[src/rtl/tchd_pkg.sv]
package tchd_pkg;

    // Per-byte verdict codes, also used as the sticky final verdict.
    typedef enum logic [1:0] {
        ST_INCOMPLETE = 2'd0,
        ST_HDR_READY  = 2'd1,
        ST_COMPLETE   = 2'd2,
        ST_NOT_HELLO  = 2'd3
    } status_t;

    // One result transfer.
    typedef struct packed {
        logic [16:0] hello_length;
        logic [14:0] bytes_needed;
        status_t     status;
    } tchd_result_t;

    localparam logic [7:0]  REC_TYPE_HANDSHAKE = 8'd22;
    localparam logic [7:0]  REC_VER_MAJOR      = 8'd3;
    localparam logic [7:0]  REC_VER_MINOR_LO   = 8'd1;
    localparam logic [7:0]  REC_VER_MINOR_HI   = 8'd3;
    localparam logic [15:0] REC_LEN_MAX        = 16'd16384;
    localparam logic [2:0]  REC_HDR_LEN        = 3'd5;
    localparam logic [7:0]  HS_TYPE_HELLO      = 8'd1;
    localparam logic [2:0]  HS_HDR_LEN         = 3'd4;
    localparam logic [23:0] HS_BODY_MIN        = 24'd41;
    localparam logic [16:0] MAX_HELLO_RESET    = 17'd16384;

endpackage

[src/rtl/tchd_core.sv]
module tchd_core (
    input  logic                  aclk,
    input  logic                  aresetn,
    input  logic                  step_en,
    input  logic [7:0]            data_byte,
    input  logic                  restart,
    input  logic [16:0]           max_hello_size,
    output tchd_pkg::tchd_result_t result
);
    import tchd_pkg::*;

    logic [2:0]  rec_hdr_cnt_reg,  rec_hdr_cnt_next;
    logic [7:0]  rec_len_hi_reg,   rec_len_hi_next;
    logic [14:0] rec_left_reg,     rec_left_next;
    logic [2:0]  hs_hdr_cnt_reg,   hs_hdr_cnt_next;
    logic [15:0] hs_len_bytes_reg, hs_len_bytes_next;
    logic [16:0] hs_seen_reg,      hs_seen_next;
    logic [16:0] hs_total_reg,     hs_total_next;
    status_t     verdict_reg,      verdict_next;

    // Parse one byte: start from the current state, cleared on restart.
    always_comb begin
        logic [2:0]  rhc;
        logic [14:0] rl;
        logic [2:0]  hhc;
        logic [15:0] hlb;
        logic [16:0] seen;
        logic [16:0] total;
        status_t     verdict;
        logic [15:0] rec_body;
        logic [23:0] hs_body;
        logic [24:0] hs_size;
        logic [14:0] rl_dec;
        logic [16:0] seen_inc;
        logic [16:0] body_left;
        logic [16:0] want;
        status_t     status;

        rhc     = restart ? '0 : rec_hdr_cnt_reg;
        rl      = restart ? '0 : rec_left_reg;
        hhc     = restart ? '0 : hs_hdr_cnt_reg;
        hlb     = restart ? '0 : hs_len_bytes_reg;
        seen    = restart ? '0 : hs_seen_reg;
        total   = restart ? '0 : hs_total_reg;
        verdict = restart ? ST_INCOMPLETE : verdict_reg;

        rec_hdr_cnt_next  = rhc;
        rec_len_hi_next   = restart ? '0 : rec_len_hi_reg;
        rec_left_next     = rl;
        hs_hdr_cnt_next   = hhc;
        hs_len_bytes_next = hlb;
        hs_seen_next      = seen;
        hs_total_next     = total;
        verdict_next      = verdict;

        rec_body  = {rec_len_hi_next, data_byte};
        hs_body   = '0;
        hs_size   = '0;
        rl_dec    = rl - 15'd1;
        seen_inc  = seen + 17'd1;
        body_left = '0;
        want      = '0;
        status    = ST_INCOMPLETE;

        if (verdict != ST_INCOMPLETE) begin
            status = verdict;
        end else if (rhc < REC_HDR_LEN) begin
            // Record header: type, version, then a 16-bit length.
            case (rhc)
                3'd0: if (data_byte != REC_TYPE_HANDSHAKE) status = ST_NOT_HELLO;
                3'd1: if (data_byte != REC_VER_MAJOR) status = ST_NOT_HELLO;
                3'd2: begin
                    if (data_byte < REC_VER_MINOR_LO || data_byte > REC_VER_MINOR_HI)
                        status = ST_NOT_HELLO;
                end
                3'd3: rec_len_hi_next = data_byte;
                default: begin
                    if (rec_body == '0 || rec_body > REC_LEN_MAX)
                        status = ST_NOT_HELLO;
                    else
                        rec_left_next = rec_body[14:0];
                end
            endcase
            if (status == ST_INCOMPLETE)
                rec_hdr_cnt_next = rhc + 3'd1;
        end else begin
            rec_left_next = rl_dec;
            hs_seen_next  = seen_inc;
            if (hhc < HS_HDR_LEN) begin
                // Handshake header: type byte, then a 24-bit body length.
                if (hhc == 3'd0) begin
                    if (data_byte != HS_TYPE_HELLO)
                        status = ST_NOT_HELLO;
                end else if (hhc < 3'd3) begin
                    hs_len_bytes_next = {hlb[7:0], data_byte};
                end else begin
                    hs_body = {hlb, data_byte};
                end
                if (status == ST_INCOMPLETE) begin
                    hs_hdr_cnt_next = hhc + 3'd1;
                    if (rl_dec == '0)
                        rec_hdr_cnt_next = '0;
                    if (hhc == 3'd3) begin
                        hs_size = {1'b0, hs_body} + 25'd4;
                        if (hs_body < HS_BODY_MIN || hs_size > {8'b0, max_hello_size}) begin
                            status = ST_NOT_HELLO;
                        end else begin
                            hs_total_next = hs_size[16:0];
                            status        = ST_HDR_READY;
                        end
                    end
                end
            end else if (seen_inc == total) begin
                // Last hello byte must also close the record.
                status = (rl_dec == '0) ? ST_COMPLETE : ST_NOT_HELLO;
            end else if (rl_dec == '0) begin
                rec_hdr_cnt_next = '0;
            end
        end

        if (status == ST_COMPLETE || status == ST_NOT_HELLO)
            verdict_next = status;

        // Bytes wanted before the next decision, from the updated state.
        if (hs_seen_next < hs_total_next)
            body_left = hs_total_next - hs_seen_next;
        if (verdict_next != ST_INCOMPLETE) begin
            want = '0;
        end else if (rec_hdr_cnt_next < REC_HDR_LEN) begin
            want = {14'b0, REC_HDR_LEN - rec_hdr_cnt_next};
        end else if (hs_hdr_cnt_next < HS_HDR_LEN) begin
            want = {14'b0, HS_HDR_LEN - hs_hdr_cnt_next};
            if ({2'b0, rec_left_next} < want)
                want = {2'b0, rec_left_next};
        end else begin
            want = body_left;
            if ({2'b0, rec_left_next} < want)
                want = {2'b0, rec_left_next};
        end

        result.status       = status;
        result.bytes_needed = want[14:0];
        result.hello_length = hs_total_next;
    end

    // Parse state advances once per processed byte.
    always_ff @(posedge aclk) begin
        if (!aresetn) begin
            rec_hdr_cnt_reg  <= '0;
            rec_len_hi_reg   <= '0;
            rec_left_reg     <= '0;
            hs_hdr_cnt_reg   <= '0;
            hs_len_bytes_reg <= '0;
            hs_seen_reg      <= '0;
            hs_total_reg     <= '0;
            verdict_reg      <= ST_INCOMPLETE;
        end else if (step_en) begin
            rec_hdr_cnt_reg  <= rec_hdr_cnt_next;
            rec_len_hi_reg   <= rec_len_hi_next;
            rec_left_reg     <= rec_left_next;
            hs_hdr_cnt_reg   <= hs_hdr_cnt_next;
            hs_len_bytes_reg <= hs_len_bytes_next;
            hs_seen_reg      <= hs_seen_next;
            hs_total_reg     <= hs_total_next;
            verdict_reg      <= verdict_next;
        end
    end

endmodule

[src/rtl/tls_client_hello_detector_unit.sv]
// Path: a byte accepted into the input register goes through the parse logic into the output
// register, which presents its result on m_axis while the output side is not stalled.
// Throughput: one byte per cycle; the input register, the parse logic and the output
// register form a two-stage pipeline that stalls only when the output register is held.
// Reset: aresetn low at a clock edge clears all parse state and both pipeline stages, and
// sets max_hello_size to 16384.
module tls_client_hello_detector_unit (
    input  logic        aclk,
    input  logic        aresetn,
    input  logic        cfg_wr_en,
    input  logic [16:0] cfg_wr_data,     // max_hello_size
    input  logic        s_axis_tvalid,
    output logic        s_axis_tready,
    input  logic [7:0]  s_axis_tdata,    // [7:0] data_byte
    input  logic        s_axis_tuser,    // [0] restart
    output logic        m_axis_tvalid,
    input  logic        m_axis_tready,
    output logic [39:0] m_axis_tdata     // [1:0] status, [16:2] bytes_needed,
                                         // [33:17] hello_length, [39:34] zero
);
    import tchd_pkg::*;

    logic [16:0]  max_hello_size_reg;
    logic         in_valid_reg;
    logic [7:0]   in_byte_reg;
    logic         in_restart_reg;
    logic         out_valid_reg;
    tchd_result_t out_result_reg;
    tchd_result_t step_result;
    logic         advance;
    logic         step_en;

    // The pipeline moves whenever the output register is empty or being drained.
    assign advance       = !out_valid_reg || m_axis_tready;
    assign step_en       = in_valid_reg && advance;
    assign s_axis_tready = !in_valid_reg || advance;

    // Configuration register.
    always_ff @(posedge aclk) begin
        if (!aresetn) begin
            max_hello_size_reg <= MAX_HELLO_RESET;
        end else if (cfg_wr_en) begin
            max_hello_size_reg <= cfg_wr_data;
        end
    end

    // Input register.
    always_ff @(posedge aclk) begin
        if (!aresetn) begin
            in_valid_reg <= 1'b0;
        end else if (s_axis_tready) begin
            in_valid_reg <= s_axis_tvalid;
        end
    end

    always_ff @(posedge aclk) begin
        if (s_axis_tready && s_axis_tvalid) begin
            in_byte_reg    <= s_axis_tdata;
            in_restart_reg <= s_axis_tuser;
        end
    end

    tchd_core u_core (
        .aclk           (aclk),
        .aresetn        (aresetn),
        .step_en        (step_en),
        .data_byte      (in_byte_reg),
        .restart        (in_restart_reg),
        .max_hello_size (max_hello_size_reg),
        .result         (step_result)
    );

    // Output register.
    always_ff @(posedge aclk) begin
        if (!aresetn) begin
            out_valid_reg <= 1'b0;
        end else if (advance) begin
            out_valid_reg <= in_valid_reg;
        end
    end

    always_ff @(posedge aclk) begin
        if (step_en) begin
            out_result_reg <= step_result;
        end
    end

    assign m_axis_tvalid = out_valid_reg;
    assign m_axis_tdata  = {6'b0, out_result_reg.hello_length,
                            out_result_reg.bytes_needed, out_result_reg.status};

    // An empty output register never blocks the input side.
    assert property (@(posedge aclk) disable iff (!aresetn)
        !m_axis_tvalid |-> s_axis_tready)
        else $error("input stalled while output register is empty");

    // A final verdict asks for no more bytes.
    assert property (@(posedge aclk) disable iff (!aresetn)
        (m_axis_tvalid && (out_result_reg.status == ST_COMPLETE ||
                           out_result_reg.status == ST_NOT_HELLO))
        |-> (out_result_reg.bytes_needed == '0))
        else $error("final verdict with bytes still needed");

    // An accepted handshake header always reports a hello length of at least 45.
    assert property (@(posedge aclk) disable iff (!aresetn)
        (m_axis_tvalid && out_result_reg.status == ST_HDR_READY)
        |-> (out_result_reg.hello_length >= 17'd45))
        else $error("header ready without a valid hello length");

    // A processed byte always lands in the output register.
    assert property (@(posedge aclk) disable iff (!aresetn)
        step_en |=> out_valid_reg)
        else $error("processed byte lost");

endmodule

[config.mk]
export PLATFORM = sky130hd
export DESIGN_NAME = tls_client_hello_detector_unit
export DESIGN_NICKNAME = d
export VERILOG_FILES = /design/src/rtl/tchd_pkg.sv /design/src/rtl/tchd_core.sv /design/src/rtl/tls_client_hello_detector_unit.sv
export SDC_FILE = /design/constraint.sdc
export NUM_CORES = 1
export LEC_CHECK = 0
export BUFFER_PORTS_ARGS = -buffer_cell sky130_fd_sc_hd__buf_2
export CAP_MARGIN = 0
export CORE_ASPECT_RATIO = 1.75
export CORE_MARGIN = 2
export CORE_UTILIZATION = 43
export CTS_CLUSTER_DIAMETER = 150
export DETAILED_ROUTE_END_ITERATION = 16
export PLACE_DENSITY = 0.62
export SLEW_MARGIN = 20
export SYNTH_ARGS = -nofsm -noshare
export SYNTH_HDL_FRONTEND = slang
export SYNTH_SLANG_ARGS = --single-unit
[constraint.sdc]
create_clock -name aclk -period 22.8 [get_ports aclk]
set_clock_uncertainty 0.1 [all_clocks]
set_input_delay 1.14 -clock aclk [delete_from_list [all_inputs] [get_ports aclk]]
set_output_delay 1.14 -clock aclk [all_outputs]
set_load 0.03 [all_outputs]
# Word level (Yosys, flattened, before mapping)
# Index checks and enable logic that the tools add are counted.
[totals]
output_inout_bits = 42
ff_bits = 143
in_bits = 31
word_cells = 138
[classes]
order_cmp = 13
eq_ne = 10
reduce_logical = 20
n_addsub = 8
muxes = 70
[op_table]
columns = ["operator", "n"]
rows = [
  ["two-way mux 17 bit", 11],
  ["two-way mux 15 bit", 8],
  ["two-way mux 24 bit", 5],
  ["two-way mux 16 bit", 6],
  ["two-way mux 3 bit", 14],
  ["two-way mux 2 bit", 20],
  ["two-way mux 8 bit", 4],
  ["adder 24 x 3 -> 25 bit (second input constant)", 1],
  ["greater-than comparator 25 x 17 -> 1 bit", 1],
  ["less-than comparator 24 x 6 -> 1 bit (second input constant)", 1],
  ["adder 17 x 1 -> 17 bit (second input constant)", 1],
  ["equality test 17 bit", 1],
  ["less-than comparator 15 x 17 -> 1 bit", 1],
  ["less-than comparator 17 bit", 1],
  ["subtractor 17 bit", 1],
  ["greater-than comparator 16 x 15 -> 1 bit (second input constant)", 1],
  ["logical NOT 16 bit", 1],
  ["logical NOT 15 bit", 1],
  ["less-than comparator 15 x 3 -> 1 bit", 1],
  ["subtractor 15 x 1 -> 15 bit (second input constant)", 1],
  ["less-than comparator 3 bit (second input constant)", 4],
  ["equality test 3 x 2 -> 1 bit (second input constant)", 3],
  ["greater-than comparator 8 x 2 -> 1 bit (second input constant)", 1],
  ["less-than comparator 8 x 1 -> 1 bit (second input constant)", 1],
  ["other kinds (18)", 31],
]

# Depth between registers and ports, before layout
# Gate-level depths: netlist of run 1.
[logic_depth]
word_depth = 22
ltp_mapped = 48

# Hierarchy
# A second synthesis of run 1 with hierarchy kept.
[hier_totals]
cells_unflattened = 1277
hier_area_um2 = 10510.1
[by_module_without_submodules]
columns = ["mod", "n_inst", "cells_each", "area_per_inst_um2"]
rows = [
  ["tchd_core", 1, 1164, 8435.6],
  ["tls_client_hello_detector_unit", 1, 113, 2074.5],
]

# Least setup slack after synthesis of run 1
# OpenSTA, ideal clock, no wires.
[synth_timing]
path_type = "register -> register"
from = "reg in_restart_reg"
to = "reg out_result_reg (netlist bit m_axis_tdata[12]), data pin"
t_arrival_ps = 9815
path_stages_with_launch = 49
setup_ps = 147
slack_ps = 12738
t_required_ps = 22553
path_buffers = 11
cell_sequence = "edfxtp_1 clkbuf_1 clkbuf_1 clkbuf_1 clkbuf_1 clkbuf_1 clkbuf_1 nor2b_1 inv_1 ha_1 a211oi_1 nand2_1 nor3_1 nand2_1 xor2_1 nor2_1 ha_1 a21o_1 [13 not listed] o21ai_0 nand3_1 and2_1 clkbuf_1 clkbuf_1 nand2_1 ha_1 a21oi_1 o21ai_0 nor4b_1 a21oi_1 or2_2 o221ai_1 nand2b_1 clkbuf_1 nand2_1 or2_1 a21oi_1"
[synth_rtl]
columns = ["element", "line_no", "text"]
rows = [
  ["start, declared", "tls_client_hello_detector_unit.sv:26", "logic in_restart_reg;"],
  ["start signal, assigned", "tls_client_hello_detector_unit.sv:59", "in_restart_reg <= s_axis_tuser;"],
  ["end signal, assigned", "tls_client_hello_detector_unit.sv:84", "out_result_reg <= step_result;"],
  ["end, declared", "tls_client_hello_detector_unit.sv:28", "tchd_result_t out_result_reg;"],
]

# Worst setup path in the final report of run 1
[layout_timing]
from = "reg in_restart_reg"
to = "reg out_result_reg (netlist bit m_axis_tdata[3]), data pin"
[layout_via]
elab_chain_len = 22
elab_cells_between_ends = 96
cone_classes = "add/sub: 8; order compare: 11; eq/ne: 7; mux: 58; reduce/logical: 12"
[layout_lines]
columns = ["element", "line_no", "text"]
rows = [
  ["two-way mux 3 bit", "tchd_core.sv:41", "hhc = restart ? '0 : hs_hdr_cnt_reg;"],
  ["less-than comparator 3 x 2 -> 1 bit", "tchd_core.sv:94", "end else if (hhc < 3'd3) begin"],
  ["two-way mux 24 bit", "tchd_core.sv:94", ""],
  ["two-way mux 24 bit", "tchd_core.sv:91", "if (hhc == 3'd0) begin"],
  ["two-way mux 24 bit", "tchd_core.sv:89", "if (hhc < HS_HDR_LEN) begin"],
  ["two-way mux 24 bit", "tchd_core.sv:67", "end else if (rhc < REC_HDR_LEN) begin"],
  ["two-way mux 24 bit", "tchd_core.sv:65", "if (verdict != ST_INCOMPLETE) begin"],
  ["adder 24 x 3 -> 25 bit", "tchd_core.sv:104", "hs_size = {1'b0, hs_body} + 25'd4;"],
  ["[6 not listed]", "n/a", ""],
  ["two-way mux 17 bit", "tchd_core.sv:67", ""],
  ["two-way mux 17 bit", "tchd_core.sv:65", ""],
  ["subtractor 17 bit or less-than comparator 17 bit (tied branches)", "tchd_core.sv:126, tchd_core.sv:125", ""],
  ["two-way mux 17 bit", "tchd_core.sv:125", "if (hs_seen_next < hs_total_next)"],
  ["less-than comparator 15 x 17 -> 1 bit", "tchd_core.sv:137", "if ({2'b0, rec_left_next} < want)"],
  ["two-way mux 15 bit", "tchd_core.sv:137", ""],
  ["two-way mux 15 bit", "tchd_core.sv:131", "end else if (hs_hdr_cnt_next < HS_HDR_LEN) begin"],
  ["two-way mux 3 bit", "tchd_core.sv:129", "end else if (rec_hdr_cnt_next < REC_HDR_LEN) begin"],
]
# Parallel ways exist; a longest one is shown, timed or not. The select of a mux whose other input is x is not followed.
# A chain may end at the register's enable or synchronous reset.

==> results of run 1 <==
## worst max-delay path by stage
stage,slack [ns],to,cells past startpoint
floorplan,12.74,m_axis_tdata[12],48
global placement,12.08,m_axis_tdata[12],42
detailed placement,11.58,m_axis_tdata[3],41
CTS,11.57,m_axis_tdata[3],41
global route,10.38,m_axis_tdata[3],42
finish,11.51,m_axis_tdata[3],41
## cell usage after synthesis (all sizes together), types with 4 or more instances
master,number,share of area
nand2,143,0.050
nor2,112,0.039
dfxtp,100,0.19
nor2b,78,0.046
a21oi,67,0.031
clkbuf,66,0.023
ha,64,0.075
inv,51,0.018
o21ai,46,0.022
xnor2,46,0.038
edfxtp,43,0.12
nor3,39,0.018
nand3,37,0.017
a22oi,32,0.022
mux2i,30,0.028
xor2,22,0.018
buf,21,0.012
nand4,21,0.012
o211a,19,0.018
a211oi,18,0.013
nor4,16,0.0099
or2,15,0.0088
nand2b,14,0.0082
a21o,13,0.0091
nor3b,12,0.0084
o21a,12,0.0084
mux2,10,0.011
a21boi,9,0.0063
a22o,9,0.0074
a31oi,9,0.0053
and2,9,0.0053
o22ai,9,0.0053
nand3b,8,0.0056
nor4b,8,0.0080
or3,8,0.0047
or4,8,0.0056
o211ai,7,0.0049
and3,6,0.0035
o22a,5,0.0041
a2111oi,4,0.0033
o31ai,4,0.0028
## area by class of cell
cell class              count  area, um2  area share
clock buffers              19        475      0.0403
repair buffers             85        473      0.0401
inverters                  52        195      0.0166
multi-input cells        1038       6860       0.582
clock inverters            13       97.6     0.00828
flip-flops and latches    143       3290       0.279
well taps                 312        390      0.0331
## routing by layer
layer  wire length (um)  vias up
met5                  0        -
met1              12300     4718
met3               1460      131
met2              16400      345
met4               2420        0
li1                   -     4801
## stage by stage
| stage | utilization | instances | instance area, um2 |
|---|---|---|---|
| floorplan | - | 1320 | 10700 |
| global placement | 0.457 | 1630 | 11200 |
| detailed placement | 0.457 | 1630 | 11200 |
| CTS | 0.480 | 1662 | 11800 |
| global route | 0.480 | 1662 | 11800 |
| finish | 0.480 | 1662 | 11800 |
## kinds of logic (layout without fill, tap and decap cells)
kind of cell | count (synthesis) | after routing | synth area share
AO/OA/AOI/OAI | 308 | 308 | 0.201
buffers and inverters | 139 | 169 | 0.0532
adder cells (fa/ha/maj) | 66 | 66 | 0.0777
flip-flops | 143 | 143 | 0.308
XOR/XNOR | 68 | 68 | 0.0557
AND/OR/NAND/NOR | 550 | 550 | 0.265
other | 1 | 6 | 0.000351
multiplexers | 40 | 40 | 0.0386
## worst max-delay path, delay by kind of cell, from the launching register on
kind            cells  cell delay [ns]
simple gates       12             3.49
flops               1             0.35
buf+inv             4             0.68
xor+xnor            2             0.30
fa+ha+maj           5             1.47
mux                 2             0.49
compound gates     16             4.14
## power by group through the flow
| stage | combinational, mW | sequential [mW] | clock [mW] |
|---|---|---|---|
| 2_1_floorplan | 0.102 | 0.287 | 0 |
| 3_3_place_gp | 0.133 | 0.288 | 0 |
| 3_5_place_dp | 0.134 | 0.288 | 0 |
| 4_1_cts | 0.135 | 0.282 | 0.282 |
| 5_1_grt | 0.150 | 0.283 | 0.291 |
| 6_report | 0.135 | 0.282 | 0.276 |
==> results.cfg, run 1 <==
[global_routing]
grt_max_degree = 95
grt-ovfl-total = 0
grt_busiest_layer = met2
grt_util_met2 = 0.446
grt_util_met3 = 0.0491
grt_pass1_wl_um = 52100
grt_pass1_vias = 9736
antenna_found_initial = 0
grtUsageMet1 = 0.277
grt_usage = 0.258

[worst_setup_path]
arrival_ns = 11.44
crit_slowest_cell = nand2_1
start_kind = flip-flop
slowest_delay_ns = 0.61
regToRegSetupSlack_ns = 11.51
worstPathRequired_ns = 22.95
cp_max_fo = 51
startpoint = in_restart_reg
rr_worst_depth = 41
path_class = flip-flop to flip-flop
worstReg2RegEnd = m_axis_tdata[3]
reg2reg_from = in_restart_reg
crit_path_end_kind = flip-flop

[sta]
rsz0062_at_grt = false
worstMarginPinSlew_ns = 1.24
fmax_mhz = 88.5
slew_violations = 0
hold_viol = 0
final.setup.worst_slack_ns = 11.51
hold_ws_ns = 0.414
slew-limit-headroom = 0.170
min_period_over_period = 0.495
timing.setup.tns_ns = 0
setup_viol = 0
period_minus_slack_ns = 11.30

[clock_network]
ctsHoldBuffers = 0
clockRootBuffer = clkbuf_16
clkTransAtPathRegs_ns = 0.07
numCtsBuffers = 17
cts_sinks = 143
cts_tree = yes
clockBufferDepth = 2
postCtsSetupRepairBufs = 0
cts-htree-levels = 4
cts.repair.resized = 0
clk_latency_ns = 0.46

[pwr]
switching_share = 0.314
p_clk_frac = 0.398
combPwrFrac = 0.195
vdd.ir_drop.worst_v = 0.0000574
fin_total_pwr_uw = 694
seq_power_share = 0.407
leakagePower_nw = 4.71
netSwitchingPower_uw = 218
p_int_uw = 476
power.density_nw_per_um2 = 58.9

[synthesis]
syn_area_um2 = 10700
ys_seq_elements = 143
synth_ff_type = dfxtp_1
async_reset_ff_frac = 0
syn_avg_cell_area_um2 = 8.13
syn_inst = 1315
netlist-cell-type-count = 83
synth-edff-count = 43
ys_warn_count = 0
yosysSeqAreaShare = 0.308

[layout]
largest_register_ffs = 34
drive_gt1_frac = 0.116
fill_cells = 2428
area_growth_pct = 10.2
layout.nets = 1433
mostFrequentLayoutCells = nand2_1 (143), nor2_1 (112), dfxtp_1 (100), nor2b_1 (78), a21oi_1 (67)
n_antenna_cell = 0
final_common_cell = nand2_1

[die]
die_y_um = 213
start_util = 0.436
ios = 73
die-area_um2 = 26200
fp-row-count = 76
core_um2 = 24500
die_w_um = 123

[placement]
place_ws_ns = 11.58
dp_hpwl_um = 24600
globalplace.congestion = 0.920
io_buffer_count = 66

[flow_run]
cap_violations = 0

[routing]
drt-initial-drc-count = 680
drt-total-wl_um = 32600
route.detailed.drc = 0
viasPerCell = 6.01
drt_pass1_iterations = 6
vias = 9995
antenna_left = 0
wl_per_cell_um = 19.6

[worst_hold_path]
hold_class = flip-flop to flip-flop
min_path_cells = 2
min_from = max_hello_size_reg[6]
hold_end = max_hello_size_reg[6]

[run_status]
outcome = completed
(Power assumes the default switching activity.)
==> inputs of run 2 (changes only) <==
--- a/config.mk
+++ b/config.mk
@@ -5,6 +5,7 @@
 export SDC_FILE = /design/constraint.sdc
 export NUM_CORES = 1
 export LEC_CHECK = 0
+export ABC_AREA = 1
 export BUFFER_PORTS_ARGS = -buffer_cell sky130_fd_sc_hd__buf_2
 export CAP_MARGIN = 0
 export CORE_ASPECT_RATIO = 1.75
@@ -12,7 +13,7 @@
 export CORE_UTILIZATION = 43
 export CTS_CLUSTER_DIAMETER = 150
 export DETAILED_ROUTE_END_ITERATION = 16
-export PLACE_DENSITY = 0.62
+export PLACE_DENSITY = 0.64
 export SLEW_MARGIN = 20
 export SYNTH_ARGS = -nofsm -noshare
 export SYNTH_HDL_FRONTEND = slang
==> constraint.sdc (replaced) <==
create_clock -name aclk -period 9.62 [get_ports aclk]
set_clock_uncertainty 0.1 [all_clocks]
set_input_delay 0.481 -clock aclk [delete_from_list [all_inputs] [get_ports aclk]]
set_output_delay 0.481 -clock aclk [all_outputs]
set_load 0.03 [all_outputs]
==> results.cfg, run 2 <==
[worst_setup_path]
worstPathRequired_ns = 9.71
cp_max_fo = 37
crit_slowest_cell = edfxtp_1
arrival_ns = 8.95
slowest_delay_ns = 0.45
path_class = flip-flop to flip-flop
crit_path_end_kind = flip-flop
crit_top_cell = nand2_1
start_kind = flip-flop

[pwr]
power.density_nw_per_um2 = 148
leakagePower_nw = 6.45
vdd.ir_drop.worst_v = 0.000136

[synthesis]
synthTopCellsByArea = dfxtp_1 (17%), nand2_1 (13%), edfxtp_1 (11%), inv_1 (9.3%), ha_1 (6.7%)
syn_avg_cell_area_um2 = 6.43
async_reset_ff_frac = 0
ys_warn_count = 0
synth_top_area_share = 0.168
syn_inst = 1852
syn_area_um2 = 11900
synth_commonest_cells = nand2_1 (422), inv_1 (296), nor2_1 (161), nand3_1 (148), a21oi_1 (140)
ys_seq_elements = 143
yosysSeqAreaShare = 0.277
synth_most_common_cell = nand2_1
yosysTopAreaCell = dfxtp_1
netlist-cell-type-count = 51
synth_ff_type = dfxtp_1
synth-edff-count = 43

[placement]
place_ws_ns = 0.00419
io_buffer_count = 66
globalplace.congestion = 1.01
dp_hpwl_um = 29600

[clock_network]
cts-htree-levels = 4
ctsHoldBuffers = 0
cts_sinks = 143
numCtsBuffers = 17
clkTransAtPathRegs_ns = 0.06
clockRootBuffer = clkbuf_16
clk_latency_ns = 0.45
cts_tree = yes
clockBufferDepth = 2

[routing]
vias = 12200
drt-total-wl_um = 38600
drt_pass1_iterations = 7
antenna_left = 0
wl_per_cell_um = 17.0
viasPerCell = 5.38
route.detailed.drc = 0
drt-initial-drc-count = 730

[global_routing]
antenna_found_initial = 0
grt_pass1_vias = 11600
grt_max_degree = 82
grt-ovfl-total = 0
grt_usage = 0.269
grt_pass1_wl_um = 60200

[sta]
final.setup.worst_slack_ns = 0.757
slew-limit-headroom = 0.330
fmax_mhz = 113
worstMarginPinSlew_ns = 1.00
timing.setup.tns_ns = 0
setup_viol = 0
hold_viol = 0
period_minus_slack_ns = 8.86
min_period_over_period = 0.921
rsz0062_at_grt = false
slew_violations = 0

[layout]
layout.nets = 1978
final_common_cell = nand2_1
n_antenna_cell = 0
largest_register_ffs = 34
mostFrequentLayoutCells = nand2_1 (420), inv_1 (296), nor2_1 (161), nand3_1 (148), a21oi_1 (140)
drive_gt1_frac = 0.0982
area_growth_pct = 9.79

[die]
die-area_um2 = 29100
ios = 73
die_w_um = 130
core_um2 = 27200
start_util = 0.437
die_y_um = 224
fp-row-count = 80

[worst_hold_path]
hold_class = input port to flip-flop

[run_status]
outcome = completed

[flow_run]
cap_violations = 0
-- run 2: cell types whose count changed in the layout (fill, tap and decap cells not counted), sizes merged, moves of 40 or more --
| cell | previous run | this run |
|---|---|---|
| nand3 | 37 | 155 |
| a21oi | 67 | 141 |
| o211ai | 7 | 47 |
| inv | 57 | 311 |
| nor2b | 78 | 0 |
| o21ai | 46 | 140 |
| nand2 | 143 | 430 |
| nor2 | 112 | 188 |
-- run 2: kinds of logic (layout without fill, tap and decap cells) --
kind of cell    after synthesis  count (layout)  synth area share
flops                       143             143             0.277
simple gates                862             862             0.330
fa+ha+maj                    65              65            0.0689
other cells                   1               6          0.000315
buf+inv                     385             422             0.129
xor+xnor                     37              37            0.0272
compound gates              359             360             0.168
-- run 2: what timing repair did --
item                                    4_1_cts  5_1_grt
buffers inserted                              0        6
cloned                                        1        0
resized for setup                             0       10
pin swaps                                     1        1
endpoints found under the setup margin        2       15
-- run 2: stage by stage --
step           hold WS [ns]  cell area [um2]  power [mW]  utilization  instances
6_report              0.104            13100        1.94        0.480       2264
3_3_place_gp          0.359            12400        1.26        0.456       2225
2_1_floorplan         0.340            11900        1.11            -       1857
3_5_place_dp          0.362            12400        1.26        0.456       2225
4_1_cts              0.0848            13000        1.94        0.478       2258
5_1_grt              0.0925            13100        2.04        0.480       2264
-- run 2: path summary, 6_finish.rpt --
check | start | endpoint | slack (ns) | depth (start not counted)
setup / recovery | in_restart_reg | m_axis_tdata[14] | 0.76 | 43
hold / removal | s_axis_tdata[6] | in_byte_reg[6] | 0.10 | 1
setup reg to reg | in_restart_reg | m_axis_tdata[14] | 0.76 | 43
hold reg to reg | max_hello_size_reg[9] | max_hello_size_reg[9] | 0.37 | 2
-- run 2: final cells by class --
type	count	area, um2
Tap cell	369	462
Multi-Input combinational cell	1330	7110
Clock buffer	21	493
Inverter	308	1160
Sequential cell	143	3290
Clock inverter	11	101
Timing Repair Buffer	82	450
Fill cell	2894	14200
-- run 2: critical path: cells and delay by family (launching register included) --
kind / cells / cell delay, ns
xor gates and xnor gates: 2 / 0.70
and+or+nand+nor: 26 / 4.25
adders and majority gates: 4 / 1.25
AOI/OAI and AO/OA: 6 / 1.35
buffers and inverters: 5 / 0.48
DFF: 1 / 0.45
-- run 2: per-layer routing --
| metal | track usage | wire length [um] |
|---|---|---|
| met2 | 0.492 | 20000 |
| met5 | 0 | 0 |
| met1 | 0.285 | 14400 |
| met3 | 0.0301 | 1500 |
| met4 | 0.171 | 2640 |
-- run 2: power by group --
group	switching, mW	total, mW	leakage [nW]	internal [mW]
clock network	0.284	0.678	0.295	0.394
logic	0.406	0.577	4.92	0.171
registers	0.0245	0.686	1.23	0.661
total	0.715	1.94	6.45	1.23
